File: src/hdl/twm_pkg.sv
// shared types, codes and helper functions for the two-wire adc interface master
// no dependencies; imported by every module of the block

package twm_pkg;

    // register map (index = paddr[3:2])
    localparam int RegAddrW  = 4;
    localparam int ApbDataW  = 32;
    localparam logic [1:0] REG_WAIT_TICKS     = 2'd0;
    localparam logic [1:0] REG_HALF_PERIOD    = 2'd1;
    localparam logic [1:0] REG_POWER_DOWN     = 2'd2;
    localparam logic [1:0] REG_POWER_UP       = 2'd3;

    localparam logic [19:0] WaitTicksReset  = 20'd78000;
    localparam logic [7:0]  HalfPeriodReset = 8'd1;
    localparam logic [19:0] PowerDownReset  = 20'd100;
    localparam logic [19:0] PowerUpReset    = 20'd100;

    // request codes
    localparam logic [2:0] OP_READ_SAMPLE = 3'd0;
    localparam logic [2:0] OP_READ_CFG    = 3'd1;
    localparam logic [2:0] OP_WRITE_CFG   = 3'd2;
    localparam logic [2:0] OP_POWER_DOWN  = 3'd3;
    localparam logic [2:0] OP_POWER_UP    = 3'd4;

    localparam logic [6:0] CMD_READ_CFG  = 7'h56;
    localparam logic [6:0] CMD_WRITE_CFG = 7'h65;

    localparam logic [5:0] SampleBits   = 6'd24;
    localparam logic [5:0] SampleFrame  = 6'd27;
    localparam logic [5:0] ConfigFrame  = 6'd46;

    localparam int InDataW  = 16;
    localparam int OutDataW = 40;

    typedef enum logic [2:0] {
        PH_IDLE,
        PH_WAIT,
        PH_HIGH,
        PH_LOW,
        PH_HOLD
    } phase_t;

    typedef struct packed {
        logic [19:0] wait_ticks;
        logic [7:0]  half_period_ticks;
        logic [19:0] power_down_ticks;
        logic [19:0] power_up_ticks;
    } cfg_t;

    typedef struct packed {
        logic        clk_level;
        logic        dio_drive;
        logic        dio_enable;
        logic        busy;
        logic        done;
        logic        status;
        logic [23:0] sample;
        logic [7:0]  config_byte;
    } result_t;

    // dio pin control for one clock of a frame
    function automatic logic [1:0] clock_pins(input logic [2:0] op, input logic [5:0] idx,
                                              input logic [7:0] wbyte);
        logic [6:0] cmd;
        logic [1:0] en_drv;
        begin
            cmd    = (op == OP_READ_CFG) ? CMD_READ_CFG : CMD_WRITE_CFG;
            en_drv = 2'b00;
            if (op == OP_READ_SAMPLE) begin
                if (idx == SampleBits + 6'd2) en_drv = 2'b11;
            end else if (idx inside {[6'd26:6'd28]}) begin
                en_drv = 2'b11;
            end else if (idx inside {[6'd29:6'd35]}) begin
                en_drv = {1'b1, cmd[3'(6'd35 - idx)]};
            end else if (op == OP_WRITE_CFG && (idx inside {[6'd37:6'd44]})) begin
                en_drv = {1'b1, wbyte[3'(6'd44 - idx)]};
            end else if (op == OP_WRITE_CFG && idx == 6'd45) begin
                en_drv = 2'b11;
            end
            return en_drv;
        end
    endfunction

    function automatic logic reads_bit(input logic [2:0] op, input logic [5:0] idx);
        begin
            if (op == OP_READ_SAMPLE) return idx < SampleBits;
            if (op == OP_READ_CFG) return idx inside {[6'd37:6'd44]};
            return 1'b0;
        end
    endfunction

endpackage

File: src/hdl/twm_cfg_regs.sv
// apb configuration registers of the two-wire adc interface master
// depends on twm_pkg

module twm_cfg_regs (
    input  logic                         aclk,
    input  logic                         aresetn,
    input  logic                         psel,
    input  logic                         penable,
    input  logic                         pwrite,
    input  logic [twm_pkg::RegAddrW-1:0] paddr,
    input  logic [twm_pkg::ApbDataW-1:0] pwdata,
    output logic [twm_pkg::ApbDataW-1:0] prdata,
    output logic                         pready,
    output twm_pkg::cfg_t                cfg
);
    import twm_pkg::*;

    cfg_t       cfg_reg;
    logic       wr_en;
    logic [1:0] reg_idx;

    assign pready  = 1'b1;
    assign wr_en   = psel && penable && pwrite;
    assign reg_idx = paddr[3:2];
    assign cfg     = cfg_reg;

    always_ff @(posedge aclk) begin
        if (!aresetn) begin
            cfg_reg.wait_ticks        <= WaitTicksReset;
            cfg_reg.half_period_ticks <= HalfPeriodReset;
            cfg_reg.power_down_ticks  <= PowerDownReset;
            cfg_reg.power_up_ticks    <= PowerUpReset;
        end else if (wr_en) begin
            case (reg_idx)
                REG_WAIT_TICKS:  cfg_reg.wait_ticks        <= pwdata[19:0];
                REG_HALF_PERIOD: cfg_reg.half_period_ticks <= pwdata[7:0];
                REG_POWER_DOWN:  cfg_reg.power_down_ticks  <= pwdata[19:0];
                REG_POWER_UP:    cfg_reg.power_up_ticks    <= pwdata[19:0];
                default: ;
            endcase
        end
    end

    always_comb begin
        case (reg_idx)
            REG_WAIT_TICKS:  prdata = {12'd0, cfg_reg.wait_ticks};
            REG_HALF_PERIOD: prdata = {24'd0, cfg_reg.half_period_ticks};
            REG_POWER_DOWN:  prdata = {12'd0, cfg_reg.power_down_ticks};
            REG_POWER_UP:    prdata = {12'd0, cfg_reg.power_up_ticks};
            default:         prdata = '0;
        endcase
    end

endmodule

File: src/hdl/twm_sequencer.sv
// per-tick sequencer: request decode, dio wait, frame clocking and power holds
// depends on twm_pkg

module twm_sequencer (
    input  logic              aclk,
    input  logic              aresetn,
    input  logic              step,
    input  logic              kind,
    input  logic [2:0]        op,
    input  logic [7:0]        write_byte,
    input  logic              dio_level,
    input  twm_pkg::cfg_t     cfg,
    output twm_pkg::result_t res
);
    import twm_pkg::*;

    phase_t      phase_reg,    phase_next;
    logic [7:0]  half_cnt_reg, half_cnt_next;
    logic [5:0]  clk_idx_reg,  clk_idx_next;
    logic [23:0] shift_reg,    shift_next;
    logic [19:0] wait_cnt_reg, wait_cnt_next;
    logic        pdown_reg,    pdown_next;
    logic [2:0]  pend_op_reg,  pend_op_next;
    logic [7:0]  out_byte_reg, out_byte_next;
    logic        clk_st_reg,   clk_st_next;
    logic [23:0] sample_reg,   sample_next;
    logic [7:0]  cfgbyte_reg,  cfgbyte_next;
    logic        status_reg,   status_next;

    logic [7:0]  hp;
    logic [7:0]  half_inc;
    logic [5:0]  idx_inc;
    logic [5:0]  frame_len;
    logic [19:0] hold_limit;
    logic [1:0]  en_drv;
    logic        clk_o, busy_o, done_o;

    always_comb begin
        phase_next    = phase_reg;
        half_cnt_next = half_cnt_reg;
        clk_idx_next  = clk_idx_reg;
        shift_next    = shift_reg;
        wait_cnt_next = wait_cnt_reg;
        pdown_next    = pdown_reg;
        pend_op_next  = pend_op_reg;
        out_byte_next = out_byte_reg;
        clk_st_next   = clk_st_reg;
        sample_next   = sample_reg;
        cfgbyte_next  = cfgbyte_reg;
        status_next   = status_reg;
        hp            = (cfg.half_period_ticks == 8'd0) ? 8'd1 : cfg.half_period_ticks;
        en_drv        = 2'b00;
        busy_o        = 1'b0;
        done_o        = 1'b0;

        // request pickup
        if (phase_reg == PH_IDLE && kind && op <= OP_POWER_UP) begin
            pend_op_next  = op;
            out_byte_next = write_byte;
            wait_cnt_next = '0;
            if (op <= OP_WRITE_CFG) begin
                phase_next = PH_WAIT;
            end else begin
                phase_next  = PH_HOLD;
                clk_st_next = (op == OP_POWER_DOWN);
            end
        end

        clk_o      = clk_st_next;
        half_inc   = half_cnt_next + 8'd1;
        idx_inc    = clk_idx_next + 6'd1;
        frame_len  = (pend_op_next == OP_READ_SAMPLE) ? SampleFrame : ConfigFrame;
        hold_limit = (pend_op_next == OP_POWER_DOWN) ? cfg.power_down_ticks
                                                     : cfg.power_up_ticks;

        case (phase_next)
            PH_WAIT: begin
                busy_o = 1'b1;
                if (!dio_level) begin
                    phase_next    = PH_HIGH;
                    half_cnt_next = '0;
                    clk_idx_next  = '0;
                    shift_next    = '0;
                end else if (wait_cnt_next >= cfg.wait_ticks) begin
                    phase_next  = PH_IDLE;
                    busy_o      = 1'b0;
                    done_o      = 1'b1;
                    status_next = 1'b1;
                end else begin
                    wait_cnt_next = wait_cnt_next + 20'd1;
                end
            end
            PH_HOLD: begin
                busy_o = 1'b1;
                if (wait_cnt_next >= hold_limit) begin
                    phase_next  = PH_IDLE;
                    busy_o      = 1'b0;
                    done_o      = 1'b1;
                    status_next = 1'b0;
                    pdown_next  = (pend_op_next == OP_POWER_DOWN);
                end else begin
                    wait_cnt_next = wait_cnt_next + 20'd1;
                end
            end
            PH_HIGH: begin
                clk_o  = 1'b1;
                busy_o = 1'b1;
                en_drv = clock_pins(pend_op_next, clk_idx_next, out_byte_next);
                half_cnt_next = half_inc;
                if (half_inc >= hp) begin
                    phase_next    = PH_LOW;
                    half_cnt_next = '0;
                end
            end
            PH_LOW: begin
                clk_o       = 1'b0;
                clk_st_next = 1'b0;
                busy_o      = 1'b1;
                en_drv      = clock_pins(pend_op_next, clk_idx_next, out_byte_next);
                half_cnt_next = half_inc;
                if (half_inc >= hp) begin
                    if (reads_bit(pend_op_next, clk_idx_next))
                        shift_next = {shift_reg[22:0], dio_level};
                    clk_idx_next  = idx_inc;
                    half_cnt_next = '0;
                    phase_next    = PH_HIGH;
                    if (idx_inc >= frame_len) begin
                        phase_next  = PH_IDLE;
                        busy_o      = 1'b0;
                        done_o      = 1'b1;
                        status_next = 1'b0;
                        pdown_next  = 1'b0;
                        if (pend_op_next == OP_READ_SAMPLE)
                            sample_next = shift_next;
                        else if (pend_op_next == OP_READ_CFG)
                            cfgbyte_next = shift_next[7:0];
                    end
                end
            end
            default: ;
        endcase

        res.clk_level   = clk_o;
        res.dio_drive   = en_drv[1] & en_drv[0];
        res.dio_enable  = en_drv[1];
        res.busy        = busy_o;
        res.done        = done_o;
        res.status      = status_next;
        res.sample      = sample_next;
        res.config_byte = cfgbyte_next;
    end

    always_ff @(posedge aclk) begin
        if (!aresetn) begin
            phase_reg    <= PH_IDLE;
            half_cnt_reg <= '0;
            clk_idx_reg  <= '0;
            shift_reg    <= '0;
            wait_cnt_reg <= '0;
            pdown_reg    <= 1'b0;
            pend_op_reg  <= '0;
            out_byte_reg <= '0;
            clk_st_reg   <= 1'b0;
            sample_reg   <= '0;
            cfgbyte_reg  <= '0;
            status_reg   <= 1'b0;
        end else if (step) begin
            phase_reg    <= phase_next;
            half_cnt_reg <= half_cnt_next;
            clk_idx_reg  <= clk_idx_next;
            shift_reg    <= shift_next;
            wait_cnt_reg <= wait_cnt_next;
            pdown_reg    <= pdown_next;
            pend_op_reg  <= pend_op_next;
            out_byte_reg <= out_byte_next;
            clk_st_reg   <= clk_st_next;
            sample_reg   <= sample_next;
            cfgbyte_reg  <= cfgbyte_next;
            status_reg   <= status_next;
        end
    end

    // frames only run for the three read/write requests
    assert property (@(posedge aclk) disable iff (!aresetn)
        (phase_reg == PH_HIGH || phase_reg == PH_LOW) |-> pend_op_reg <= OP_WRITE_CFG)
        else $error("frame running with a power request pending");

    // half-period counter never reaches the programmed length while clocking
    assert property (@(posedge aclk) disable iff (!aresetn)
        (phase_reg == PH_HIGH || phase_reg == PH_LOW) |-> half_cnt_reg < hp)
        else $error("half-period counter overran");

    // a power-down hold always drives clk high
    assert property (@(posedge aclk) disable iff (!aresetn)
        (phase_reg == PH_HOLD && pend_op_reg == OP_POWER_DOWN) |-> clk_st_reg)
        else $error("power-down hold with clk low");

endmodule

File: src/hdl/two_wire_adc_interface_master_core.sv
// top level of the two-wire adc interface master: stream channels, apb port,
// result register; depends on twm_pkg, twm_cfg_regs and twm_sequencer
//
// usage:
//   each input transfer is one base time tick. s_tuser (kind) set means the
//   transfer also carries a request (op, write_byte); dio_level is the dio pin
//   sampled for that tick. for every input transfer exactly one result transfer
//   comes out, holding the pin levels to drive for that tick (clk_level,
//   dio_drive, dio_enable), busy/done flags, and the held status, sample and
//   config byte.
//   the result of an input transfer is in the output register in the next cycle.
//   throughput: one tick per cycle; the sequencer state is updated by a single
//   combinational pass per tick, so the rate is set only by the output register
//   draining.
//   stalls: when m_tready is low the result is held in the output register and
//   s_tready drops; with m_tready high the block takes a tick every cycle.
//   reset: aresetn low (synchronous) returns the sequencer to idle, clears held
//   results, loads the register defaults and empties the output register.
//   registers (apb, byte address 4*i): wait_ticks, half_period_ticks,
//   power_down_ticks, power_up_ticks; write only while no request runs.

module two_wire_adc_interface_master_core (
    input  logic                         aclk,
    input  logic                         aresetn,
    // input ticks
    input  logic                         s_tvalid,
    output logic                         s_tready,
    // [2:0] op, [10:3] write_byte, [11] dio_level, [15:12] zero
    input  logic [twm_pkg::InDataW-1:0]  s_tdata,
    // [0] kind
    input  logic                         s_tuser,
    // results
    output logic                         m_tvalid,
    input  logic                         m_tready,
    // [0] clk_level, [1] dio_drive, [2] dio_enable, [3] busy_res, [4] done_res,
    // [5] status, [29:6] sample, [37:30] config_byte, [39:38] zero
    output logic [twm_pkg::OutDataW-1:0] m_tdata,
    // configuration
    input  logic                         psel,
    input  logic                         penable,
    input  logic                         pwrite,
    input  logic [twm_pkg::RegAddrW-1:0] paddr,
    input  logic [twm_pkg::ApbDataW-1:0] pwdata,
    output logic [twm_pkg::ApbDataW-1:0] prdata,
    output logic                         pready
);
    import twm_pkg::*;

    cfg_t                cfg;
    result_t             res;
    logic                step;
    logic                m_tvalid_reg, m_tvalid_next;
    logic [OutDataW-1:0] m_tdata_reg,  m_tdata_next;

    // output register drains or is empty -> take the next tick
    assign s_tready = !m_tvalid_reg || m_tready;
    assign step     = s_tvalid && s_tready;

    twm_cfg_regs u_cfg (
        .aclk    (aclk),
        .aresetn (aresetn),
        .psel    (psel),
        .penable (penable),
        .pwrite  (pwrite),
        .paddr   (paddr),
        .pwdata  (pwdata),
        .prdata  (prdata),
        .pready  (pready),
        .cfg     (cfg)
    );

    twm_sequencer u_seq (
        .aclk       (aclk),
        .aresetn    (aresetn),
        .step       (step),
        .kind       (s_tuser),
        .op         (s_tdata[2:0]),
        .write_byte (s_tdata[10:3]),
        .dio_level  (s_tdata[11]),
        .cfg        (cfg),
        .res        (res)
    );

    // result register: load on tick, clear valid once taken
    always_comb begin
        m_tvalid_next = m_tvalid_reg && !m_tready;
        m_tdata_next  = m_tdata_reg;
        if (step) begin
            m_tvalid_next = 1'b1;
            m_tdata_next  = {2'b00, res.config_byte, res.sample, res.status, res.done,
                             res.busy, res.dio_enable, res.dio_drive, res.clk_level};
        end
    end

    always_ff @(posedge aclk) begin
        if (!aresetn) begin
            m_tvalid_reg <= 1'b0;
        end else begin
            m_tvalid_reg <= m_tvalid_next;
        end
    end

    always_ff @(posedge aclk) begin
        m_tdata_reg <= m_tdata_next;
    end

    assign m_tvalid = m_tvalid_reg;
    assign m_tdata  = m_tdata_reg;

    // every accepted tick yields a result in the next cycle
    assert property (@(posedge aclk) disable iff (!aresetn)
        (s_tvalid && s_tready) |=> m_tvalid)
        else $error("tick accepted without a result");

    // a finishing tick is never reported busy
    assert property (@(posedge aclk) disable iff (!aresetn)
        m_tvalid |-> !(m_tdata[4] && m_tdata[3]))
        else $error("done and busy together");

    // dio is only driven high while enabled
    assert property (@(posedge aclk) disable iff (!aresetn)
        m_tvalid |-> (!m_tdata[1] || m_tdata[2]))
        else $error("dio drive without enable");

endmodule
File: config.mk
export PLATFORM = sky130hd
export DESIGN_NAME = two_wire_adc_interface_master_core
export DESIGN_NICKNAME = d
export VERILOG_FILES = /design/src/hdl/twm_pkg.sv /design/src/hdl/twm_cfg_regs.sv /design/src/hdl/twm_sequencer.sv /design/src/hdl/two_wire_adc_interface_master_core.sv
export SDC_FILE = /design/constraint.sdc
export NUM_CORES = 1
export LEC_CHECK = 0
export BUFFER_PORTS_ARGS = -buffer_cell sky130_fd_sc_hd__buf_2
export CAP_MARGIN = 15
export CORE_ASPECT_RATIO = 0.6
export CORE_MARGIN = 4
export CORE_UTILIZATION = 47
export CTS_CLUSTER_DIAMETER = 150
export DETAILED_ROUTE_END_ITERATION = 16
export PLACE_DENSITY = 0.72
export SLEW_MARGIN = 20
export SYNTH_ARGS = -nofsm -noshare
export SYNTH_HDL_FRONTEND = slang
export SYNTH_HIERARCHICAL = 1
export SYNTH_SLANG_ARGS = --single-unit
File: constraint.sdc
create_clock -name aclk -period 4.8 [get_ports aclk]
set_clock_uncertainty 0.2 [all_clocks]
set_input_delay 0.96 -clock aclk [delete_from_list [all_inputs] [get_ports aclk]]
set_output_delay 0.96 -clock aclk [all_outputs]
set_load 0.02 [all_outputs]
# --- Yosys cells after proc, flatten, opt, wreduce, memory -nomap -nowiden ---
# Index checks and enable logic that the tools add are counted.
totals:
  output_inout_bits: 75
  register_bits: 213
  elab_cells: 167
  input_bits: 60
op_classes:
  n_lt_le_gt_ge: 15
  n_addsub: 5
  muxes: 87
  eq_ne: 15
  n_reduce_logical: 27
  bitwise_logic: 1
op_table:
  columns: ["operator", "count"]
  rows:
  - ["two-way mux 24 bit", 7]
  - ["one-hot mux 32 bit (4 select lines)", 1]
  - ["two-way mux 20 bit", 5]
  - ["two-way mux 8 bit", 9]
  - ["one-hot mux 24 bit (2 select lines)", 1]
  - [">= comparator 20 bit", 2]
  - ["one-hot mux 20 bit (2 select lines)", 1]
  - ["two-way mux 1 bit", 34]
  - ["two-way mux 3 bit", 8]
  - ["two-way mux 6 bit", 4]
  - ["adder 20 x 1 -> 20 bit, second input constant", 1]
  - ["two-way mux 2 bit", 8]
  - ["one-hot mux 8 bit (2 select lines)", 1]
  - ["equality test 3 x 2 -> 1 bit, second input constant", 5]
  - [">= comparator 6 x 5 -> 1 bit, second input constant", 2]
  - ["less-or-equal comparator 6 bit, second input constant", 2]
  - ["one-hot mux 3 bit (4 select lines)", 1]
  - ["one-hot mux 6 bit (2 select lines)", 1]
  - ["logical AND 1 bit", 11]
  - ["adder 8 x 1 -> 8 bit, second input constant", 1]
  - [">= comparator 8 bit", 1]
  - ["logical NOT 8 bit", 1]
  - ["less-than comparator 3 x 4 -> 1 bit, second input constant", 2]
  - ["AND reduction 2 bit", 4]
  - ["other kinds (30)", 37]

# --- Logic depth before layout (Yosys ltp) ---
# Gate-level depths: netlist (run 1).
depth:
  depth_word: 21
  depth_mapped: 17
  ltp_nobuf: 13

# --- Cells and area by module ---
# Netlist (run 1), hierarchy kept.
by_module_without_submodules:
  columns: ["module", "instances", "seq_area_each_um2", "cells_each", "area_each_um2"]
  rows:
  - ["twm_sequencer", 1, 2122.0, 904, 7348.3]
  - ["twm_cfg_regs", 1, 1361.3, 313, 3178.0]
  - ["two_wire_adc_interface_master_core", 1, 1161.1, 46, 1217.4]

# --- Least setup slack after synthesis (run 1) ---
# OpenSTA, ideal clock, no wires.
synth_timing:
  path_kind: "input-to-reg"
  from: "input s_tdata[1] (netlist name)"
  to: "register u_seq.wait_cnt_reg[10]"
  n_path_buf: 4
  t_arrival_ns: 4.303
  setup_time_ns: 0.122
  t_required_ns: 4.478
  setup_slack_ns: 0.175
  path_stages: 17
  path_cell_list: "clkbuf_2 o21ai_0 nand2_1 clkbuf_1 a31o_2 nand2_1 buf_2 mux2_2 ha_1 nor2b_1 o21ai_0 a41oi_1 o211a_1 a22o_1 clkbuf_1 a21oi_1 a311o_1"
synth_between:
  elab_chain_len: 8
  elab_cells_between_ends: 18
  cone_classes: "add/sub: 1; order compare: 4; eq/ne: 3; mux: 9; reduce/logical: 1"
synth_lines:
  columns: ["item", "line", "text"]
  rows:
  - ["from (decl)", "two_wire_adc_interface_master_core.sv:29", "input logic [twm_pkg::InDataW-1:0] s_tdata,"]
  - ["less-or-equal comparator 3 bit", "twm_sequencer.sv:57", "if (phase_reg == PH_IDLE && kind && op <= OP_POWER_UP) begin"]
  - ["logical AND 1 bit", "twm_sequencer.sv:57", null]
  - ["two-way mux 3 bit", "twm_sequencer.sv:57", null]
  - ["equality test 3 x 2 -> 1 bit", "twm_sequencer.sv:73", "hold_limit = (pend_op_next == OP_POWER_DOWN) ? cfg.power_down_ticks"]
  - ["two-way mux 20 bit", "twm_sequencer.sv:73", null]
  - [">= comparator 20 bit", "twm_sequencer.sv:95", "if (wait_cnt_next >= hold_limit) begin"]
  - ["two-way mux 20 bit", "twm_sequencer.sv:95", null]
  - ["one-hot mux 20 bit (2 select lines) (*)", "twm_sequencer.sv:76", "case (phase_next)"]
  - ["to (signal assigned)", "twm_sequencer.sv:172", "wait_cnt_reg <= wait_cnt_next;"]
  - ["to (decl)", "twm_sequencer.sv:21", "logic [19:0] wait_cnt_reg, wait_cnt_next;"]
# Every way passes the cells marked *; elsewhere a longest branch is shown, timed or not.
# A chain may end at the register's enable or synchronous reset.

# --- Worst setup path in the final report (run 1) ---
layout_timing:
  from: "input s_tuser"
  to: "register u_seq.wait_cnt_reg[7]"
layout_between:
  elab_chain_len: 8
  elab_cells_between_ends: 16
  cone_classes: "add/sub: 1; order compare: 2; eq/ne: 3; mux: 8; reduce/logical: 2"
layout_lines:
  columns: ["item", "line", "text"]
  rows:
  - ["from (decl)", "two_wire_adc_interface_master_core.sv:31", "input logic s_tuser,"]
  - ["logical AND 1 bit (*) (2 in series)", "twm_sequencer.sv:57", null]
  - ["two-way mux 3 bit", "twm_sequencer.sv:57", null]
  - ["equality test 3 x 2 -> 1 bit", "twm_sequencer.sv:73", null]
  - ["two-way mux 20 bit", "twm_sequencer.sv:73", null]
  - [">= comparator 20 bit", "twm_sequencer.sv:95", null]
  - ["two-way mux 20 bit", "twm_sequencer.sv:95", null]
  - ["one-hot mux 20 bit (2 select lines) (*)", "twm_sequencer.sv:76", null]
# Marks and branches as above.

==> results of run 1 <==
## cell type report
class	instances	area, µm²
fillers	2221	11300
clock inverters	12	81.3
well taps	322	403
repair buffers	133	786
flip-flops and latches	213	4640
multi-input cells	915	6440
inverters	49	184
clock buffers	28	583
## critical path: stages
cell,delay [ns]
sky130_fd_sc_hd__buf_2,0.12
sky130_fd_sc_hd__nor4b_4,0.30
sky130_fd_sc_hd__nand2_1,0.12
sky130_fd_sc_hd__a31o_2,0.27
sky130_fd_sc_hd__nand2_1,0.11
sky130_fd_sc_hd__buf_12,0.16
sky130_fd_sc_hd__mux2_2,0.35
sky130_fd_sc_hd__ha_1,0.27
sky130_fd_sc_hd__nor2b_1,0.15
sky130_fd_sc_hd__o21ai_0,0.09
sky130_fd_sc_hd__a41oi_1,0.46
sky130_fd_sc_hd__o211a_1,0.29
sky130_fd_sc_hd__a22o_1,0.39
sky130_fd_sc_hd__buf_4,0.25
sky130_fd_sc_hd__a31oi_1,0.09
sky130_fd_sc_hd__a211oi_1,0.24
## Yosys cell counts, types with 5 or more instances
cell                       number  area [µm²]
sky130_fd_sc_hd__nand3_1       40         200
sky130_fd_sc_hd__mux2i_1      110        1100
sky130_fd_sc_hd__xnor2_1        7        61.3
sky130_fd_sc_hd__nor3_1        11        55.1
sky130_fd_sc_hd__edfxtp_1      38        1140
sky130_fd_sc_hd__a31oi_1       10        62.6
sky130_fd_sc_hd__a211oi_1      39         293
sky130_fd_sc_hd__buf_6          5        56.3
sky130_fd_sc_hd__nor2b_1       15        93.8
sky130_fd_sc_hd__ha_1          57         713
sky130_fd_sc_hd__a31o_2         7        61.3
sky130_fd_sc_hd__a21oi_1      117         586
sky130_fd_sc_hd__mux4_2        11         248
sky130_fd_sc_hd__nand4_1       13        81.3
sky130_fd_sc_hd__o21a_1         8        60.1
sky130_fd_sc_hd__mux2_2        12         135
sky130_fd_sc_hd__xor2_1         5        43.8
sky130_fd_sc_hd__and3_1        11        68.8
sky130_fd_sc_hd__buf_4         29         218
sky130_fd_sc_hd__o211ai_1      12        90.1
sky130_fd_sc_hd__dfxtp_1      175        3500
sky130_fd_sc_hd__buf_2         23         115
sky130_fd_sc_hd__and2_1        23         144
sky130_fd_sc_hd__clkbuf_1      34         128
sky130_fd_sc_hd__inv_1         48         180
sky130_fd_sc_hd__a22oi_1        5        37.5
sky130_fd_sc_hd__a21o_1         9        67.6
sky130_fd_sc_hd__nand2_1      152         571
sky130_fd_sc_hd__o21ai_0       22         110
sky130_fd_sc_hd__buf_1          6        22.5
sky130_fd_sc_hd__nor2_1        74         278
sky130_fd_sc_hd__a22o_1        39         342
sky130_fd_sc_hd__nor4_1         6        37.5
sky130_fd_sc_hd__nand2b_1       8        50.1
## report_power, final
part	internal (mW)	total (mW)	switching (mW)
Sequential	1.85	1.87	0.0189
Combinational	0.140	0.416	0.276
Clock	0.869	1.61	0.738
## routing by layer
metal / track usage [%] / vias to the layer above
met5: 0 / -
met4: 3.62 / 0
met3: 2.39 / 32
met2: 31.0 / 299
met1: 33.4 / 4613
li1: - / 4728
## through the flow
stage	instance area, µm²	hold slack [ns]	setup TNS [ns]
floorplan	11800	0.233	0
global placement	12500	0.240	-0.00879
detailed placement	12500	0.247	-0.158
CTS	13100	0.257	0
global route	13100	0.274	0
finish	13100	0.257	0
## logic make-up (layout without fill, tap and decap cells)
group | Yosys count | in the layout | synth area share (%)
and+or+nand+nor | 385 | 385 | 16.3
muxes | 136 | 136 | 12.9
other | 3 | 15 | 0.0959
AOI/OAI and AO/OA | 310 | 310 | 18.0
xor gates and xnor gates | 12 | 12 | 0.895
buffers and inverters | 147 | 222 | 6.20
DFF | 213 | 213 | 39.5
adders and majority gates | 57 | 57 | 6.07
## how the worst min path moves through the flow
stage | endpoint | cells past startpoint | slack, ns
4_1_cts | u_seq/out_byte_reg[7] | 2 | 0.26
3_5_place_dp | u_seq/out_byte_reg[7] | 2 | 0.25
3_3_place_gp | u_seq/out_byte_reg[5] | 2 | 0.24
5_1_grt | u_seq/out_byte_reg[7] | 2 | 0.27
2_1_floorplan | u_seq/out_byte_reg[4] | 2 | 0.23
6_report | u_seq/out_byte_reg[4] | 2 | 0.26
==> impl_table.tex, run 1 <==
\begin{tabular}{lr}
\hline
Metric & Value \\
\hline
\multicolumn{2}{l}{\textbf{Logic synthesis}} \\
\quad Post-synth ARST share & 0\% \\
\quad Portion of the post-synthesis area used by sequential elements & between 30\% and 40\% \\
\quad Cell variety after synth & between 80 and 90 \\
\quad Number of synthesis warnings & 6 \\
\quad Main flop type after synthesis & sky130\_fd\_sc\_hd\_\_dfxtp\_1 \\
\quad Synth Cell Area & 11,700 µm² \\
\quad Flip-flop and latch count after synthesis & around 210 \\
\quad Average size of a mapped cell & 9.30 µm² \\
\quad Number of synthesized flops with an enable pin & 38 \\
\quad Gate Count Post-Synth & between 1,000 and 1,500 \\
\multicolumn{2}{l}{\textbf{Global routing}} \\
\quad Wire length of the first global-routing pass & 48,000 µm \\
\quad Pin count of the biggest net entering global routing & just over 80 \\
\quad Total congestion overflow after global routing & 0 \\
\quad Number of global-route vias before repair & 9,044 \\
\quad Antenna violations before repair & 0 \\
\quad Aggregate global-route resource usage & about a fifth \\
\multicolumn{2}{l}{\textbf{Timing}} \\
\quad Transition time of the tightest slew-check pin & 0.923 ns \\
\quad Final min period & approximately 4.4 ns \\
\quad Final setup vio count & 0 \\
\quad Highest attainable clock frequency & roughly 0.23 GHz \\
\quad Final hold violation count & 0 \\
\quad RSZ-0062 raised after global routing & no \\
\quad Portion of the clock cycle consumed by the worst path in the final layout & between 90\% and 100\% \\
\quad Final slew viol count & 0 \\
\quad Max-slew headroom & 38.4\% \\
\quad Setup slack of the critical path after layout & about 0.39 ns \\
\multicolumn{2}{l}{\textbf{Floorplanning}} \\
\quad Area of the die & 27,700 µm² \\
\quad Die extent in x & 212 µm \\
\quad Chip Height & between 100 and 150 µm \\
\quad Area of the placeable core & between 20,000 and 25,000 µm² \\
\quad Top-Level Pins & $\sim$140 \\
\quad Count of standard-cell rows & between 40 and 50 \\
\quad Starting density of the core & between 40\% and 50\% \\
\multicolumn{2}{l}{\textbf{Clocking}} \\
\quad CTS tree & done \\
\quad Number of gates resized after CTS & 0 \\
\quad Clock latency on the worst-skew pair & 0.52 ns \\
\quad Hold-fix buffer count after cts & 0 \\
\quad Bufs on Longest Clock Path & 3 \\
\quad Count of H-tree levels built during CTS & 1 \\
\quad Number of buffers created by CTS & 22 \\
\quad Clock-pin slew on the worst setup and hold paths & around 0.070 ns \\
\quad Post-CTS Setup Bufs & 0 \\
\quad Root Buffer Master & sky130\_fd\_sc\_hd\_\_clkbuf\_16 \\
\quad Clock Sinks & roughly 210 \\
\multicolumn{2}{l}{\textbf{Final layout}} \\
\quad Largest register FFs & roughly 70 \\
\quad Antenna fix cells & 0 \\
\quad Top library cells by usage in the layout, fill and taps aside & 175 x sky130\_fd\_sc\_hd\_\_dfxtp\_1, 152 x sky130\_fd\_sc\_hd\_\_nand2\_1, 117 x sky130\_fd\_sc\_hd\_\_a21oi\_1 \\
\quad Net count of the finished layout & 1,451 \\
\quad Final core area utilization & 53.8\% \\
\quad Layout-stage area growth over the synthesis result & 11.7\% \\
\quad Fraction of layout instances using a drive strength above 1 & 16.3\% \\
\quad Post-Layout Cell Count & between 1,500 and 2,000 \\
\quad Leading cell type in the layout, fill and taps excluded & sky130\_fd\_sc\_hd\_\_dfxtp\_1 \\
\multicolumn{2}{l}{\textbf{Status}} \\
\quad Outcome & finished clean \\
\multicolumn{2}{l}{\textbf{Placed design}} \\
\quad Cell total after placement & 1,632 \\
\quad Setup WS pre-CTS & -0.0662 ns \\
\quad Estimated wirelength of the detail-placed design & between 20,000 and 25,000 µm \\
\quad Quantity of I/O buffers inserted on ports & between 100 and 150 \\
\quad Routability congestion estimate from global placement & 0.882 \\
\multicolumn{2}{l}{\textbf{Drt}} \\
\quad Total number of vias & approximately 9,700 \\
\quad M1 WL & 15,200 µm \\
\quad Detail Route met2 WL & 12,100 µm \\
\quad Count of TritonRoute iterations in the first routing pass & 5 \\
\quad Detail-routed net length per standard cell & around 18 µm \\
\quad Via count normalized by instance count & a little under 6 \\
\quad Iter 0 DRT Violations & between 800 and 900 \\
\quad Detail Route Antenna Nets & 0 \\
\quad DR DRC count & 0 \\
\quad DR top layer & met4 \\
\quad Wire length after detailed routing & 29,800 µm \\
\quad Total length of routed met3 wires & 2020 µm \\
\multicolumn{2}{l}{\textbf{Power and ir drop}} \\
\quad Leakage power total & 5.43 nW \\
\quad Max VDD drop & approximately 280 µV \\
\quad Power Density & a little under 300 nW/µm² \\
\quad Total chip power & slightly below 4 mW \\
\multicolumn{2}{l}{\textbf{Critical path}} \\
\quad Capture point of the critical path & u\_seq/wait\_cnt\_reg[7] \\
\quad Critical Path Sink Type & flop \\
\quad Critical path launch point type & input pin \\
\quad Maximum fanout count along the critical path & 12 \\
\quad Worst Reg-to-Reg Cells & 15 \\
\quad Critical Path RT & about 5 ns \\
\quad Critical path data arrival time & about 4.6 ns \\
\quad Internal reg-to-reg setup slack & 0.40 ns \\
\quad Capture point of the worst reg-to-reg path & u\_seq/wait\_cnt\_reg[7] \\
\quad Worst Setup SP & s\_tuser \\
\quad Critical path class & in -> reg \\
\quad Launch point of the worst reg-to-reg path & u\_seq/phase\_reg[0] \\
\multicolumn{2}{l}{\textbf{Job}} \\
\quad Number of maximum-capacitance violations & 0 \\
\multicolumn{2}{l}{\textbf{Hold path}} \\
\quad Hold Crit Start & u\_seq/out\_byte\_reg[4] \\
\quad Min-delay worst type & reg -> reg \\
\hline
\end{tabular}
No activity file was read; power rests on OpenSTA's default activity.
==> run 2, diff against run 1 <==
Settings changed: GPL_TIMING_DRIVEN set to 0.
==> run 2 against run 1 <==
Register-to-register slack got worse by 0.25 ns. Critical endpoint unchanged. Critical path type unchanged. Flip-flop and latch count unchanged. Highest routed layer is now met5. Total power increased by 4.6%. Fmax decreased by 6.9%.
==> impl_table.tex, run 2 (synthesis gave the netlist of run 1 again) <==
\begin{tabular}{lr}
\hline
Metric & Value \\
\hline
\multicolumn{2}{l}{\textbf{Global routing}} \\
\quad Number of global-route vias before repair & approximately 9,500 \\
\quad Total congestion overflow after global routing & 0 \\
\quad Aggregate global-route resource usage & a little under a quarter \\
\quad Pin count of the biggest net entering global routing & 40 \\
\quad Antenna violations before repair & 1 \\
\quad Wire length of the first global-routing pass & 52,700 µm \\
\multicolumn{2}{l}{\textbf{Critical path}} \\
\quad Critical path class & in -> reg \\
\quad Cell with the biggest individual delay on the critical path & sky130\_fd\_sc\_hd\_\_mux2\_2 \\
\quad Most frequent cell on the critical path & sky130\_fd\_sc\_hd\_\_buf\_4 \\
\quad Slowest cell delay on critical path & 0.37 ns \\
\quad Critical path launch point type & input pin \\
\quad Internal reg-to-reg setup slack & about 0.15 ns \\
\quad Worst Reg-to-Reg Cells & 19 \\
\quad Launch point of the worst reg-to-reg path & u\_seq/phase\_reg[0] \\
\quad Critical path data arrival time & 4.97 ns \\
\quad Sequence of cells on the critical path & buf\_2 -> nor4b\_4 -> buf\_4 -> buf\_4 -> and3\_1 -> a31o\_2 -> nand2\_1 -> buf\_4 -> mux2\_2 -> ha\_1 -> nor2b\_1 -> o21ai\_0 -> a41oi\_2 -> buf\_4 -> o211a\_1 -> a22oi\_2 -> clkbuf\_4 -> a21oi\_1 -> a211oi\_1 \\
\quad Maximum fanout count along the critical path & 10 \\
\quad Critical Path Sink Type & flop \\
\quad Critical path buffers and inverters & 6 \\
\quad Largest delay contributor family on the critical path & compound AO/OA/AOI/OAI gates \\
\quad Critical Path RT & 5.03 ns \\
\quad Capture point of the worst reg-to-reg path & u\_seq/wait\_cnt\_reg[7] \\
\multicolumn{2}{l}{\textbf{Floorplanning}} \\
\quad Die extent in x & 212 µm \\
\quad Area of the die & approximately 28,000 µm² \\
\quad Starting density of the core & $\sim$48\% \\
\quad Top-Level Pins & approximately 140 \\
\quad Area of the placeable core & between 20,000 and 25,000 µm² \\
\quad Chip Height & roughly 130 µm \\
\quad Count of standard-cell rows & between 40 and 50 \\
\multicolumn{2}{l}{\textbf{Final layout}} \\
\quad Top library cells by usage in the layout, fill and taps aside & 175 x sky130\_fd\_sc\_hd\_\_dfxtp\_1, 151 x sky130\_fd\_sc\_hd\_\_nand2\_1, 119 x sky130\_fd\_sc\_hd\_\_buf\_2 \\
\quad Post-Layout Cell Count & 1,737 \\
\quad Antenna fix cells & 0 \\
\quad Leading cell type in the layout, fill and taps excluded & sky130\_fd\_sc\_hd\_\_dfxtp\_1 \\
\quad Largest register FFs & a little under 70 \\
\quad Net count of the finished layout & 1,516 \\
\quad Fraction of layout instances using a drive strength above 1 & between 15 and 20\% \\
\quad Layout-stage area growth over the synthesis result & 14.7\% \\
\multicolumn{2}{l}{\textbf{Power and ir drop}} \\
\quad Total chip power & slightly above 4 mW \\
\quad Share of total power in the clock network & between 40\% and 50\% \\
\quad Power share of the sequential group & 45.8\% \\
\quad Max VDD drop & 237 µV \\
\quad Gate power share & 11.3\% \\
\quad Leakage power total & approximately 5.6 nW \\
\quad Share of total power consumed by net switching & between 20\% and 30\% \\
\quad Power Density & 302 nW/µm² \\
\quad Cell internal power dissipation & approximately 3 mW \\
\quad P\_sw & 1.06 mW \\
\multicolumn{2}{l}{\textbf{Timing}} \\
\quad Max-slew headroom & 38.4\% \\
\quad RSZ-0062 raised after global routing & no \\
\quad Portion of the clock cycle consumed by the worst path in the final layout & 98.6\% \\
\quad Transition time of the tightest slew-check pin & approximately 0.9 ns \\
\quad Final hold violation count & 0 \\
\quad Final min period & 4.73 ns \\
\quad Highest attainable clock frequency & about 0.21 GHz \\
\quad Setup slack of the critical path after layout & roughly 0.066 ns \\
\quad Final slew viol count & 0 \\
\quad Setup TNS & 0 ns \\
\quad Final setup vio count & 0 \\
\multicolumn{2}{l}{\textbf{Clocking}} \\
\quad Clock Sinks & approximately 210 \\
\quad Root Buffer Master & sky130\_fd\_sc\_hd\_\_clkbuf\_16 \\
\quad Number of buffers created by CTS & 22 \\
\quad Hold-fix buffer count after cts & 0 \\
\quad Count of H-tree levels built during CTS & 1 \\
\quad Clock latency on the worst-skew pair & 0.52 ns \\
\quad Bufs on Longest Clock Path & 3 \\
\quad CTS tree & done \\
\quad Clock-pin slew on the worst setup and hold paths & 0.06 ns \\
\multicolumn{2}{l}{\textbf{Status}} \\
\quad Outcome & finished clean \\
\multicolumn{2}{l}{\textbf{Drt}} \\
\quad Count of TritonRoute iterations in the first routing pass & 5 \\
\quad Via count normalized by instance count & between 5 and 6 \\
\quad Detail-routed net length per standard cell & $\sim$19 µm \\
\quad Iter 0 DRT Violations & roughly 1,100 \\
\quad DR DRC count & 0 \\
\quad Wire length after detailed routing & around 34,000 µm \\
\quad Total number of vias & approximately 10,000 \\
\quad Detail Route Antenna Nets & 0 \\
\multicolumn{2}{l}{\textbf{Hold path}} \\
\quad Hold Crit Start & u\_seq/out\_byte\_reg[0] \\
\quad Cell count of the worst hold path & 2 \\
\quad Hold-critical path endpoint & u\_seq/out\_byte\_reg[0] \\
\quad Min-delay worst type & reg -> reg \\
\multicolumn{2}{l}{\textbf{Placed design}} \\
\quad Estimated wirelength of the detail-placed design & around 25,000 µm \\
\quad Setup WS pre-CTS & -1.32 ns \\
\quad Cell total after placement & about 1,700 \\
\quad Routability congestion estimate from global placement & 0.918 \\
\quad Quantity of I/O buffers inserted on ports & a little under 100 \\
\multicolumn{2}{l}{\textbf{Job}} \\
\quad Number of maximum-capacitance violations & 0 \\
\hline
\end{tabular}
run 2: cell types whose count changed in the layout (fill, tap and decap cells not counted), sizes merged:
cell	change
buf	+30
bufinv	+3
clkbuf	+35
clkinv	-3
run 2: what timing repair did:
action,4_1_cts,5_1_grt
setup buffers,0,3
pin swaps,0,2
setup endpoints to repair,23,26
resized for setup,9,8
run 2: power by group through the flow:
stage	registers (mW)	logic (mW)	clock network, mW
finish	1.87	0.459	1.75
detailed placement	1.91	0.441	0
floorplan	1.92	0.275	0
CTS	1.87	0.445	1.77
global placement	1.90	0.434	0
global route	1.87	0.490	1.84
run 2: worst min-delay path: stages, from the launching register on:
cell and delay [ns]:
sky130_fd_sc_hd__dfxtp_1 0.31, sky130_fd_sc_hd__nand2_1 0.05, sky130_fd_sc_hd__a21oi_1 0.05
run 2: worst max-delay path by stage:
stage                          start                endpoint  depth (start not counted)  slack, ns
after detailed placement     s_tuser              m_tdata[4]                         17      -1.32
after floorplan           s_tdata[1]  u_seq/wait_cnt_reg[10]                         17       0.17
final                        s_tuser   u_seq/wait_cnt_reg[7]                         19       0.07
after global placement       s_tuser              m_tdata[4]                         17      -1.13
after global routing         s_tuser  u_seq/wait_cnt_reg[16]                         19      0.006
after CTS                 s_tdata[1]  u_seq/wait_cnt_reg[16]                         16       0.01
run 2: metal layers:
| layer | part of all wire (%) | vias to the layer above | track usage [%] |
|---|---|---|---|
| li1 | - | 4860 | - |
| met1 | 50 | 4991 | 38.4 |
| met2 | 39 | 457 | 32.1 |
| met3 | 9.9 | 40 | 4.68 |
| met4 | 1.5 | 2 | 3.92 |
| met5 | 0.036 | - | 0 |
run 2: stage by stage:
step                utilization [%]  cell area (µm²)  hold WS, ns
global placement               52.0            12700        0.239
detailed placement             52.0            12700        0.251
CTS                            55.1            13400        0.259
floorplan                         -            11800        0.233
finish                         55.2            13500        0.260
global route                   55.2            13500        0.277
run 2: area by class of cell:
class	count	area, µm²
fill	2163	10900
multi-input combinational	915	6450
sequential	213	4640
clock buffer	28	573
buffer	97	552
timing repair buffer	101	513
tap	322	403
inverter	49	184
clock inverter	12	150
==> run 3, diff against run 2 <==
--- a/config.mk
+++ b/config.mk
@@ -7,5 +7,4 @@
 export LEC_CHECK = 0
 export BUFFER_PORTS_ARGS = -buffer_cell sky130_fd_sc_hd__buf_2
-export CAP_MARGIN = 15
 export CORE_ASPECT_RATIO = 0.6
 export CORE_MARGIN = 4
==> constraint.sdc (replaced) <==
create_clock -name aclk -period 4.8 [get_ports aclk]
set_clock_uncertainty 0.2 [all_clocks]
set_input_delay 0.24 -clock aclk [delete_from_list [all_inputs] [get_ports aclk]]
set_output_delay 0.24 -clock aclk [all_outputs]
set_load 0.02 [all_outputs]
==> run 3 against run 2 <==
Sequential share of layout area shrank 0.95 points. Total power increased by 0.73%. Largest cell class unchanged. Cell count grew 2.2%. Clock power is essentially flat. Fmax is 0.55% higher. Worst setup slack improved by 0.026 ns. Critical path depth shrank 1. Flip-flop and latch count unchanged. Non-clock buffer count is 39 higher. Largest power group unchanged.
==> impl_table.tex, run 3 (synthesis gave the netlist of run 1 again) <==
\begin{tabular}{lr}
\hline
Metric & Value \\
\hline
\multicolumn{2}{l}{\textbf{Status}} \\
\quad Outcome & finished clean \\
\multicolumn{2}{l}{\textbf{Timing}} \\
\quad Setup TNS & 0 ns \\
\quad Max-slew headroom & between 30\% and 40\% \\
\quad Final setup vio count & 0 \\
\quad Post-route worst hold slack & 0.0689 ns \\
\quad Final slew viol count & 0 \\
\quad Final min period & around 4.7 ns \\
\quad Portion of the clock cycle consumed by the worst path in the final layout & 98.1\% \\
\quad Final hold violation count & 0 \\
\quad Highest attainable clock frequency & 0.212 GHz \\
\quad Transition time of the tightest slew-check pin & 0.920 ns \\
\quad RSZ-0062 raised after global routing & no \\
\multicolumn{2}{l}{\textbf{Drt}} \\
\quad Detail-routed net length per standard cell & a little under 20 µm \\
\quad Iter 0 DRT Violations & about 1,100 \\
\quad Detail Route Antenna Nets & 0 \\
\quad Wire length after detailed routing & 34,400 µm \\
\quad Count of TritonRoute iterations in the first routing pass & 5 \\
\quad Via count normalized by instance count & a little under 6 \\
\quad Total number of vias & approximately 11,000 \\
\quad DR DRC count & 0 \\
\multicolumn{2}{l}{\textbf{Hold path}} \\
\quad Hold Crit Start & paddr[2] \\
\quad Cell count of the worst hold path & 4 \\
\quad Min-delay worst type & in -> reg \\
\quad Hold-critical path endpoint & u\_cfg/cfg[8] \\
\multicolumn{2}{l}{\textbf{Critical path}} \\
\quad Critical path data arrival time & roughly 5 ns \\
\quad Worst Setup SP & u\_seq/phase\_reg[0] \\
\quad Launch point of the worst reg-to-reg path & u\_seq/phase\_reg[0] \\
\quad Capture point of the worst reg-to-reg path & u\_seq/wait\_cnt\_reg[7] \\
\quad Critical Path Sink Type & flop \\
\quad Critical path class & reg -> reg \\
\quad Critical Path RT & 5.03 ns \\
\quad Internal reg-to-reg setup slack & around 0.09 ns \\
\quad Maximum fanout count along the critical path & 10 \\
\quad Critical path launch point type & flop \\
\quad Worst Reg-to-Reg Cells & 18 \\
\multicolumn{2}{l}{\textbf{Floorplanning}} \\
\quad Chip Height & 130 µm \\
\quad Area of the placeable core & $\sim$24,000 µm² \\
\quad Top-Level Pins & about 140 \\
\quad Die extent in x & about 210 µm \\
\quad Count of standard-cell rows & 44 \\
\quad Area of the die & approximately 28,000 µm² \\
\quad Starting density of the core & a little under 50\% \\
\multicolumn{2}{l}{\textbf{Clocking}} \\
\quad Bufs on Longest Clock Path & 3 \\
\quad Clock Sinks & around 210 \\
\quad Number of buffers created by CTS & 22 \\
\quad Count of H-tree levels built during CTS & 1 \\
\quad Clock latency on the worst-skew pair & 0.52 ns \\
\quad Clock-pin slew on the worst setup and hold paths & about 0.06 ns \\
\quad Root Buffer Master & sky130\_fd\_sc\_hd\_\_clkbuf\_16 \\
\quad CTS tree & done \\
\multicolumn{2}{l}{\textbf{Global routing}} \\
\quad Number of global-route vias before repair & approximately 10,000 \\
\quad Wire length of the first global-routing pass & between 50,000 and 60,000 µm \\
\quad Antenna violations before repair & 1 \\
\quad Total congestion overflow after global routing & 0 \\
\quad Pin count of the biggest net entering global routing & 40 \\
\quad Aggregate global-route resource usage & 24.0\% \\
\multicolumn{2}{l}{\textbf{Final layout}} \\
\quad Net count of the finished layout & between 1,500 and 2,000 \\
\quad Leading cell type in the layout, fill and taps excluded & sky130\_fd\_sc\_hd\_\_dfxtp\_1 \\
\quad Reg area & approximately 4600 µm² \\
\quad Top library cells by usage in the layout, fill and taps aside & 175 x sky130\_fd\_sc\_hd\_\_dfxtp\_1, 151 x sky130\_fd\_sc\_hd\_\_nand2\_1, 119 x sky130\_fd\_sc\_hd\_\_buf\_2 \\
\quad Fraction of layout instances using a drive strength above 1 & 17.3\% \\
\quad Total area of multi-input combinational cells & roughly 6400 µm² \\
\quad Largest register FFs & about 70 \\
\quad Layout-stage area growth over the synthesis result & 18.0\% \\
\quad Fillers & approximately 2,100 \\
\quad Antenna fix cells & 0 \\
\multicolumn{2}{l}{\textbf{Job}} \\
\quad Number of maximum-capacitance violations & 0 \\
\multicolumn{2}{l}{\textbf{Placed design}} \\
\quad Routability congestion estimate from global placement & 0.918 \\
\quad Quantity of I/O buffers inserted on ports & 98 \\
\quad Estimated wirelength of the detail-placed design & between 20,000 and 30,000 µm \\
\multicolumn{2}{l}{\textbf{Power and ir drop}} \\
\quad Max VDD drop & approximately 240 µV \\
\quad Leakage power total & just under 6 nW \\
\quad Power Density & 296 nW/µm² \\
\hline
\end{tabular}
==> run 3: cell types whose count changed in the layout (fill, tap and decap cells not counted) <==
cell	delta
sky130_fd_sc_hd__dlygate4sd3_1	+37
sky130_fd_sc_hd__buf_6	+1
sky130_fd_sc_hd__nand2_4	-1
sky130_fd_sc_hd__nand2_2	+1
sky130_fd_sc_hd__o21ai_1	+1
sky130_fd_sc_hd__clkbuf_4	-1
sky130_fd_sc_hd__clkbuf_2	-1
sky130_fd_sc_hd__o21ai_2	-1
sky130_fd_sc_hd__buf_4	+3
==> run 3: how the worst max path moves through the flow <==
stage / endpoint / cells past startpoint / slack (ns)
final: u_seq/wait_cnt_reg[7] / 18 / 0.09
after global routing: m_tdata[4] / 15 / 0.01
after CTS: u_seq/wait_cnt_reg[16] / 17 / 0.13
after detailed placement: m_tdata[4] / 17 / -0.77
after global placement: m_tdata[4] / 17 / -0.59
after floorplan: u_seq/wait_cnt_reg[10] / 17 / 0.71
==> run 3: per-stage QoR <==
step / worst slack [ns] / total power, mW / std cells / area [µm²] / utilization, %
after floorplan: 0.708 / 2.20 / 1275 / 11800 / -
after global placement: -0.591 / 2.34 / 1695 / 12700 / 52.0
after detailed placement: -0.774 / 2.35 / 1695 / 12700 / 52.0
after CTS: 0.132 / 4.11 / 1773 / 13800 / 56.7
after global routing: 0.0146 / 4.23 / 1776 / 13900 / 56.8
final: 0.0917 / 4.10 / 1776 / 13900 / 56.8
==> run 3: worst max-delay path, cell delays in order (launching register included) <==
cell                       delay [ns]
sky130_fd_sc_hd__dfxtp_1         0.30
sky130_fd_sc_hd__buf_2           0.19
sky130_fd_sc_hd__nor4b_4         0.31
sky130_fd_sc_hd__nand2_2         0.16
sky130_fd_sc_hd__buf_2           0.24
sky130_fd_sc_hd__a31o_2          0.28
sky130_fd_sc_hd__nand2_1         0.12
sky130_fd_sc_hd__buf_6           0.22
sky130_fd_sc_hd__mux2_2          0.36
sky130_fd_sc_hd__ha_1            0.28
sky130_fd_sc_hd__nor2b_1         0.05
sky130_fd_sc_hd__o21ai_0         0.26
sky130_fd_sc_hd__a41oi_2         0.16
sky130_fd_sc_hd__buf_4           0.18
sky130_fd_sc_hd__o211a_1         0.27
sky130_fd_sc_hd__a22oi_2         0.38
sky130_fd_sc_hd__buf_4           0.28
sky130_fd_sc_hd__a21oi_1         0.16
sky130_fd_sc_hd__a211oi_1        0.23
==> run 3: area by class of cell <==
| type | instances | share of cell area [%] |
|---|---|---|
| Sequential cell | 213 | 33.5 |
| Clock buffer | 28 | 4.14 |
| Timing Repair Buffer | 139 | 6.43 |
| Inverter | 49 | 1.33 |
| Multi-Input combinational cell | 915 | 46.5 |
| Tap cell | 322 | 2.91 |
| Clock inverter | 12 | 1.08 |
| Buffer | 98 | 4.08 |
==> run 3: timing repair <==
| item | 4_1_cts | 5_1_grt |
|---|---|---|
| endpoints found under the setup margin | 23 | 20 |
| setup buffers | 1 | 3 |
| hold buffers | 37 | 0 |
| gates resized for setup | 12 | 9 |
| pin swaps | 2 | 2 |
| endpoints found under the hold margin | 81 | 0 |
| cloned | 0 | 0 |
==> run 3: power breakdown <==
group / switching (mW) / leakage (nW) / internal (mW) / total [mW]
clock network: 0.732 / 0.342 / 1.01 / 1.75
logic: 0.315 / 3.67 / 0.174 / 0.489
registers: 0.0162 / 1.79 / 1.85 / 1.87
==> run 3: metal layers <==
layer	GRT usage, %	vias up	wire (µm)	part of all wire [%]
met2	33.2	471	13600	40
met1	38.3	5082	16800	49
met4	4.04	2	519	1.5
met5	0	-	13	0.038
li1	-	4938	-	-
met3	5.20	44	3450	10
